### src/hw/rtl/iir_pkg.sv
// shared types, constants and coefficient rom for the order six iir filter
package iir_pkg;

  localparam int SAMPLE_W = 16;
  localparam int COEF_W   = 18;
  localparam int PROD_W   = SAMPLE_W + COEF_W;
  localparam int ACC_W    = 40;
  localparam int ROM_IDX_W = 5;

  typedef enum logic [1:0] {
    ST_IDLE,
    ST_RUN,
    ST_DRAIN,
    ST_FINISH
  } state_t;

  typedef struct packed {
    logic ready;
    logic accept;
    logic acc_clear;
    logic issue;
    logic done;
  } ctrl_t;

  // feedforward taps b[k] in q2.15
  function automatic logic signed [COEF_W-1:0] ff_coef(input logic [ROM_IDX_W-1:0] k);
    logic signed [COEF_W-1:0] c;
    unique case (k)
      5'd0:    c = 18'sd249;
      5'd1:    c = 18'sd1491;
      5'd2:    c = 18'sd3728;
      5'd3:    c = 18'sd4971;
      5'd4:    c = 18'sd3728;
      5'd5:    c = 18'sd1491;
      5'd6:    c = 18'sd249;
      default: c = '0;
    endcase
    return c;
  endfunction

  // feedback taps stored negated so the mac only ever adds
  function automatic logic signed [COEF_W-1:0] fb_neg_coef(input logic [ROM_IDX_W-1:0] k);
    logic signed [COEF_W-1:0] c;
    unique case (k)
      5'd0:    c = 18'sd48662;
      5'd1:    c = -18'sd52547;
      5'd2:    c = 18'sd30280;
      5'd3:    c = -18'sd11771;
      5'd4:    c = 18'sd2478;
      5'd5:    c = -18'sd240;
      default: c = '0;
    endcase
    return c;
  endfunction

endpackage

### src/hw/rtl/iir_filter_order6.sv
// top level of the order six direct form i iir filter with one shared mac
//
//   channel | signals                          | beat
//   --------+----------------------------------+---------------------------
//   input   | in_valid, in_ready, sample_in    | one q1.15 sample x[n]
//   output  | out_valid, out_ready, sample_out | one q1.15 sample y[n]
//
// each sample runs through an accept step, one mac issue per tap, a drain step
// for the product register and a finish step that rounds, saturates and loads
// the output register.
// in_ready is high only while the sequencer is idle; a result held by a
// stalled output stays put while the next sample is taken, and the new
// result waits in the finish step until the output register is free.
// reset clears both sample histories and the handshake state.
module iir_filter_order6 #(
  parameter int NUM_FEEDFORWARD = 7,
  parameter int NUM_FEEDBACK    = 6
) (
  input  logic                                clk,
  input  logic                                rst,
  input  logic                                in_valid,
  output logic                                in_ready,
  input  logic signed [iir_pkg::SAMPLE_W-1:0] sample_in,
  output logic                                out_valid,
  input  logic                                out_ready,
  output logic signed [iir_pkg::SAMPLE_W-1:0] sample_out
);

  localparam int NUM_TAPS = NUM_FEEDFORWARD + NUM_FEEDBACK;
  localparam int TAP_W    = $clog2(NUM_TAPS);
  localparam int XW       = (NUM_FEEDFORWARD > 1) ? $clog2(NUM_FEEDFORWARD) : 1;
  localparam int YW       = (NUM_FEEDBACK > 1) ? $clog2(NUM_FEEDBACK) : 1;
  localparam int SW       = iir_pkg::SAMPLE_W;

  iir_pkg::ctrl_t             ctrl;
  logic [TAP_W-1:0]           tap;
  logic [TAP_W-1:0]           fb_tap;
  logic                       out_free;
  logic signed [SW-1:0]       x_hist [NUM_FEEDFORWARD];
  logic signed [SW-1:0]       y_hist [NUM_FEEDBACK];
  logic signed [SW-1:0]       mac_data;
  logic signed [iir_pkg::COEF_W-1:0] mac_coef;
  logic signed [iir_pkg::ACC_W-1:0]  acc;
  logic signed [iir_pkg::ACC_W-1:0]  acc_rnd;
  logic signed [SW-1:0]       y;

  assign out_free = !out_valid || out_ready;
  assign in_ready = ctrl.ready;

  iir_ctrl #(.NUM_TAPS(NUM_TAPS)) u_ctrl (
    .clk      (clk),
    .rst      (rst),
    .in_valid (in_valid),
    .out_free (out_free),
    .ctrl     (ctrl),
    .tap      (tap)
  );

  // entry 0 holds the current sample while the taps run
  always_ff @(posedge clk) begin
    if (rst) begin
      for (int i = 0; i < NUM_FEEDFORWARD; i++) x_hist[i] <= '0;
    end else if (ctrl.accept) begin
      x_hist[0] <= sample_in;
      for (int i = 1; i < NUM_FEEDFORWARD; i++) x_hist[i] <= x_hist[i-1];
    end
  end

  always_ff @(posedge clk) begin
    if (rst) begin
      for (int i = 0; i < NUM_FEEDBACK; i++) y_hist[i] <= '0;
    end else if (ctrl.done) begin
      y_hist[0] <= y;
      for (int i = 1; i < NUM_FEEDBACK; i++) y_hist[i] <= y_hist[i-1];
    end
  end

  // operand select: feedforward taps first, then feedback taps
  assign fb_tap = tap - TAP_W'(NUM_FEEDFORWARD);

  always_comb begin
    if (tap < TAP_W'(NUM_FEEDFORWARD)) begin
      mac_data = x_hist[tap[XW-1:0]];
      mac_coef = iir_pkg::ff_coef(iir_pkg::ROM_IDX_W'(tap));
    end else begin
      mac_data = y_hist[fb_tap[YW-1:0]];
      mac_coef = iir_pkg::fb_neg_coef(iir_pkg::ROM_IDX_W'(fb_tap));
    end
  end

  iir_mac u_mac (
    .clk   (clk),
    .rst   (rst),
    .clear (ctrl.acc_clear),
    .issue (ctrl.issue),
    .coef  (mac_coef),
    .data  (mac_data),
    .acc   (acc)
  );

  // round half up, then clamp when bits above q1.15 disagree with the sign
  assign acc_rnd = acc + iir_pkg::ACC_W'(1 << 14);

  always_comb begin
    if (acc_rnd[iir_pkg::ACC_W-1:30] == '0 || acc_rnd[iir_pkg::ACC_W-1:30] == '1) begin
      y = acc_rnd[30:15];
    end else if (acc_rnd[iir_pkg::ACC_W-1]) begin
      y = {1'b1, {(SW-1){1'b0}}};
    end else begin
      y = {1'b0, {(SW-1){1'b1}}};
    end
  end

  always_ff @(posedge clk) begin
    if (rst) begin
      out_valid <= 1'b0;
    end else if (ctrl.done) begin
      out_valid <= 1'b1;
    end else if (out_ready) begin
      out_valid <= 1'b0;
    end
  end

  always_ff @(posedge clk) begin
    if (ctrl.done) begin
      sample_out <= y;
    end
  end

endmodule

### src/hw/rtl/iir_mac.sv
// shared multiply-accumulate unit: registered product, then 40-bit accumulator
module iir_mac (
  input  logic                                 clk,
  input  logic                                 rst,
  input  logic                                 clear,
  input  logic                                 issue,
  input  logic signed [iir_pkg::COEF_W-1:0]    coef,
  input  logic signed [iir_pkg::SAMPLE_W-1:0]  data,
  output logic signed [iir_pkg::ACC_W-1:0]     acc
);

  logic signed [iir_pkg::PROD_W-1:0] prod;
  logic                              prod_valid;

  always_ff @(posedge clk) begin
    prod <= coef * data;
  end

  always_ff @(posedge clk) begin
    if (rst) begin
      prod_valid <= 1'b0;
    end else begin
      prod_valid <= issue;
    end
  end

  always_ff @(posedge clk) begin
    if (clear) begin
      acc <= '0;
    end else if (prod_valid) begin
      acc <= acc + iir_pkg::ACC_W'(prod);
    end
  end

endmodule

### src/hw/rtl/iir_ctrl.sv
// sequencer that steps the shared mac through all taps of one sample
module iir_ctrl #(
  parameter int NUM_TAPS = 13
) (
  input  logic                         clk,
  input  logic                         rst,
  input  logic                         in_valid,
  input  logic                         out_free,
  output iir_pkg::ctrl_t               ctrl,
  output logic [$clog2(NUM_TAPS)-1:0]  tap
);

  localparam int TAP_W = $clog2(NUM_TAPS);

  iir_pkg::state_t  state, state_next;
  logic [TAP_W-1:0] cnt, cnt_next;
  logic             last_tap;

  assign last_tap = (cnt == TAP_W'(NUM_TAPS - 1));
  assign tap      = cnt;

  always_ff @(posedge clk) begin
    if (rst) begin
      state <= iir_pkg::ST_IDLE;
      cnt   <= '0;
    end else begin
      state <= state_next;
      cnt   <= cnt_next;
    end
  end

  always_comb begin
    state_next = state;
    unique case (state)
      iir_pkg::ST_IDLE:   if (in_valid) state_next = iir_pkg::ST_RUN;
      iir_pkg::ST_RUN:    if (last_tap) state_next = iir_pkg::ST_DRAIN;
      iir_pkg::ST_DRAIN:  state_next = iir_pkg::ST_FINISH;
      iir_pkg::ST_FINISH: if (out_free) state_next = iir_pkg::ST_IDLE;
      default:            state_next = iir_pkg::ST_IDLE;
    endcase
  end

  always_comb begin
    ctrl     = '0;
    cnt_next = '0;
    unique case (state)
      iir_pkg::ST_IDLE: begin
        ctrl.ready     = 1'b1;
        ctrl.accept    = in_valid;
        ctrl.acc_clear = in_valid;
      end
      iir_pkg::ST_RUN: begin
        ctrl.issue = 1'b1;
        cnt_next   = last_tap ? '0 : cnt + 1'b1;
      end
      iir_pkg::ST_DRAIN: begin
        ctrl.issue = 1'b0;
      end
      iir_pkg::ST_FINISH: begin
        ctrl.done = out_free;
      end
      default: begin
        ctrl = '0;
      end
    endcase
  end

endmodule

### config.mk
export PLATFORM = sky130hd
export DESIGN_NAME = iir_filter_order6
export DESIGN_NICKNAME = d
export VERILOG_FILES = /design/src/hw/rtl/iir_pkg.sv /design/src/hw/rtl/iir_filter_order6.sv /design/src/hw/rtl/iir_mac.sv /design/src/hw/rtl/iir_ctrl.sv
export SDC_FILE = /design/constraint.sdc
export NUM_CORES = 1
export LEC_CHECK = 0
export BUFFER_PORTS_ARGS = -buffer_cell sky130_fd_sc_hd__buf_2
export CAP_MARGIN = 30
export CORE_UTILIZATION = 65
export DETAILED_ROUTE_END_ITERATION = 8
export MAX_ROUTING_LAYER = met4
export PLACE_DENSITY = 0.82
export SLEW_MARGIN = 10
export SYNTH_ARGS = -nofsm -noshare
export SYNTH_HDL_FRONTEND = slang
export SYNTH_SLANG_ARGS = --single-unit
### constraint.sdc
create_clock -name clk -period 11.3 [get_ports clk]
set_input_delay 1.13 -clock clk [delete_from_list [all_inputs] [get_ports clk]]
set_output_delay 1.13 -clock clk [all_outputs]
set_load 0.1 [all_outputs]
==> metrics.cfg <==
[global_routing]
grt_max_degree=97
met1_usage_pct=46.6
grt_overflow=0
grt_pass1_vias=19200
antenna_found_initial=1
top_usage_layer=met2
grt_use_total_pct=35.9
grt_pass1_wl_um=108000
use_met2_pct=56.6
met3_usage_pct=5.39

[placement]
gp_congestion=1.07
io_buffers=37
dp_slack_ps=1540
place_hpwl_um=51800

[critical_path]
cp_data_arrival_time_ps=10020
cp.required_ps=11780
worstReg2RegEnd=u_mac.prod[30]$_DFF_P_
path_class=reg2reg
r2r_cells=27
end_kind=flop
r2r_slack_ps=1750
crit_path_start_kind=flop
cp_max_fo=34
r2r-start=u_ctrl.tap[0]$_SDFF_PP0_

[drt]
drtIter0Drc=1449
viasPerCell=5.99
wire_per_inst_um=21.8
firstDrtPassIters=6
antenna_left=0
drc=0
totalWireLength_um=67800
vias=18600

[final_layout]
drive_gt1_share_pct=8.48
synthToLayoutAreaGrowth_pct=7.59
final_nets=3008

[clocking]
cts_buffers=34
post_cts_resized=0
clockBufferDepth=3
clk_pin_slew_ps=60
insertion_delay_ps=550
postCtsHoldBufs=0
cts_sinks=306
cts-htree-levels=2
postCtsSetupRepairBufs=0
cts_tree=built
cts-root-buf=clkbuf_16

[outcome]
status=finished clean

[synth]
syn-num-nets=2992
ys.flop_type=edfxtp_1
synth_cell_type_count=72
ys_warn_count=0
netlist_instances=2553
syn_avg_cell_area_sq_um=10.2
synth_edf_count=224
synth.yosys.seq_area_share_pct=32.2
ys_ff_latch=306
synthArstFlopShare_pct=0
synth_area_sq_mm=0.0260

[worst_hold_path]
hold_depth=2
min_to=u_mac.acc[7]$_SDFFE_PP0P_
hp-class=reg2reg
min_from=u_mac.acc[7]$_SDFFE_PP0P_

[floorplan]
core_sq_mm=0.0390
dieArea_sq_mm=0.0407
die_w_um=202
std_cell_rows=72
die_y_um=202
io_pins=38
start_util_pct=66.6

[sta]
period_minus_slack_ps=9550
final_hold_viol_count=0
setup_viol=0
rsz0062_at_grt=false
fin_ws_ps=1750
timing.fmax_mhz=105
finClkSkew_ps=23.3
worst_pin_slew_ps=1080
finalCritPeriodShare_pct=84.5
slew_violations=0
fin_tns_setup_ps=0
max-slew-margin-rel_pct=27.1

[run]
maxCapViolCount=0

## through the flow
stage | hold WS (ps) | util, % | area [sq um] | instances
after floorplan | 465 | - | 26000 | 2553
after detailed placement | 492 | 68.8 | 26800 | 3049
after global routing | 529 | 71.6 | 27900 | 3113
final | 503 | 71.6 | 27900 | 3114
after global placement | 475 | 68.6 | 26800 | 3043
after CTS | 508 | 71.5 | 27900 | 3110
## critical path, cell delays in order (launching register included)
cell and delay [ps]:
dfxtp_4 740, ha_1 540, xor2_1 620, buf_4 330, nor2_1 70, a211oi_1 610
a21oi_1 360, buf_4 280, nand2b_1 230, fa_1 540, inv_1 80, fa_1 880
fa_1 530, fa_1 490, fa_1 570, inv_1 60, fa_1 540, inv_1 50
ha_1 340, a21o_1 210, a21o_1 170, a21o_1 200, a21o_1 220, nor2_1 90
nand3_1 140, a31o_2 260, a21oi_1 170, xnor2_1 140
## state kept, by name (all words and copies together), names as in the netlist
signal,count
u_mac.acc,40
u_mac.prod,34
u_ctrl.tap,4
u_ctrl.state,2
x_hist,112
u_mac.prod_valid,1
y_hist,96
sample_out,16
out_valid,1
## worst max-delay path by stage
| stage | slack, ps | endpoint | cells after the start | from |
|---|---|---|---|---|
| floorplan | 2270 | u_mac.prod[33]$_DFF_P_ | 35 | u_ctrl.tap[0]$_SDFF_PP0_ |
| global placement | 1720 | u_mac.prod[27]$_DFF_P_ | 28 | u_ctrl.tap[1]$_SDFF_PP0_ |
| detailed placement | 1540 | u_mac.prod[31]$_DFF_P_ | 27 | u_ctrl.tap[1]$_SDFF_PP0_ |
| CTS | 1500 | u_mac.prod[30]$_DFF_P_ | 27 | u_ctrl.tap[1]$_SDFF_PP0_ |
| global route | 1170 | u_mac.prod[33]$_DFF_P_ | 27 | u_ctrl.tap[0]$_SDFF_PP0_ |
| finish | 1750 | u_mac.prod[30]$_DFF_P_ | 27 | u_ctrl.tap[0]$_SDFF_PP0_ |
## cells by family (layout without fill, tap and decap cells)
kind of cell	Yosys count	in the layout	synth area share, %
xor+xnor	86	86	2.90
other cells	0	2	0
buf+inv	465	506	6.82
fa+ha+maj	419	419	28.3
simple gates	815	815	15.3
flops	306	306	32.2
mux	103	103	5.56
compound gates	359	359	8.80
## cells in the final DEF, fill, tap and decap left out, types with 32 or more instances in the layout
| cell | netlist | layout |
|---|---|---|
| dfxtp_1 | 82 | 79 |
| o21ai_0 | 80 | 78 |
| and2_1 | 189 | 189 |
| buf_2 | 9 | 38 |
| a21o_1 | 40 | 40 |
| buf_4 | 2 | 41 |
| xnor2_1 | 54 | 53 |
| inv_1 | 361 | 361 |
| clkbuf_16 | 0 | 34 |
| nor2b_1 | 38 | 38 |
| a21oi_1 | 101 | 99 |
| fa_1 | 282 | 282 |
| mux4_2 | 32 | 32 |
| xor2_1 | 32 | 32 |
| edfxtp_1 | 224 | 224 |
| nor2_1 | 260 | 258 |
| nand2b_1 | 35 | 33 |
| ha_1 | 137 | 137 |
| mux2i_1 | 61 | 61 |
| nand2_1 | 180 | 180 |
## routing by layer
metal / vias to the layer above / wire [um]
li1: 8433 / -
met4: 0 / 3080
met2: 717 / 32400
met1: 9317 / 27800
met3: 173 / 4620
met5: - / 0
## synth_stat cells (3+ instances only)
cell,instances,share of area [%]
o21ai_0,80,1.5
buf_1,6,0.087
inv_1,361,5.2
fa_1,282,22
nand4_1,13,0.31
ha_1,137,6.6
a21oi_2,10,0.34
o31a_1,5,0.17
a31o_2,4,0.13
clkbuf_1,85,1.2
nand3_1,26,0.50
o22ai_1,4,0.096
or2_2,8,0.19
a211oi_1,23,0.67
a21oi_1,101,1.9
and3_1,18,0.43
and4_1,5,0.17
edfxtp_1,224,26
o211ai_1,5,0.14
nor2_1,260,3.8
nor3_1,20,0.39
a311oi_1,3,0.10
mux2_2,9,0.39
nor2b_1,38,0.92
mux2i_1,61,2.4
mux4_2,32,2.8
dfxtp_1,82,6.3
nand2b_1,35,0.84
a31oi_1,12,0.29
xnor2_1,54,1.8
and2_1,189,4.6
a21o_1,40,1.2
or4_1,4,0.12
xor2_1,32,1.1
o21a_1,19,0.55
o22a_1,3,0.10
o21ai_1,8,0.15
buf_2,9,0.17
o31ai_1,5,0.14
nand2_1,180,2.6
or3_1,7,0.17
o21bai_1,14,0.40
a221o_1,3,0.12
## final cells by class
cell class	instances	area (sq um)
clock buffers	48	933
well taps	518	648
multi-input cells	1782	15900
inverters	362	1360
repair buffers	83	572
diodes	2	5.00
flip-flops and latches	306	8370
clock inverters	13	128
fillers	2837	11100
Power is left out: the tool's default activity adds up to more than one toggle a clock period on the data nets, which glitch-free logic cannot reach.
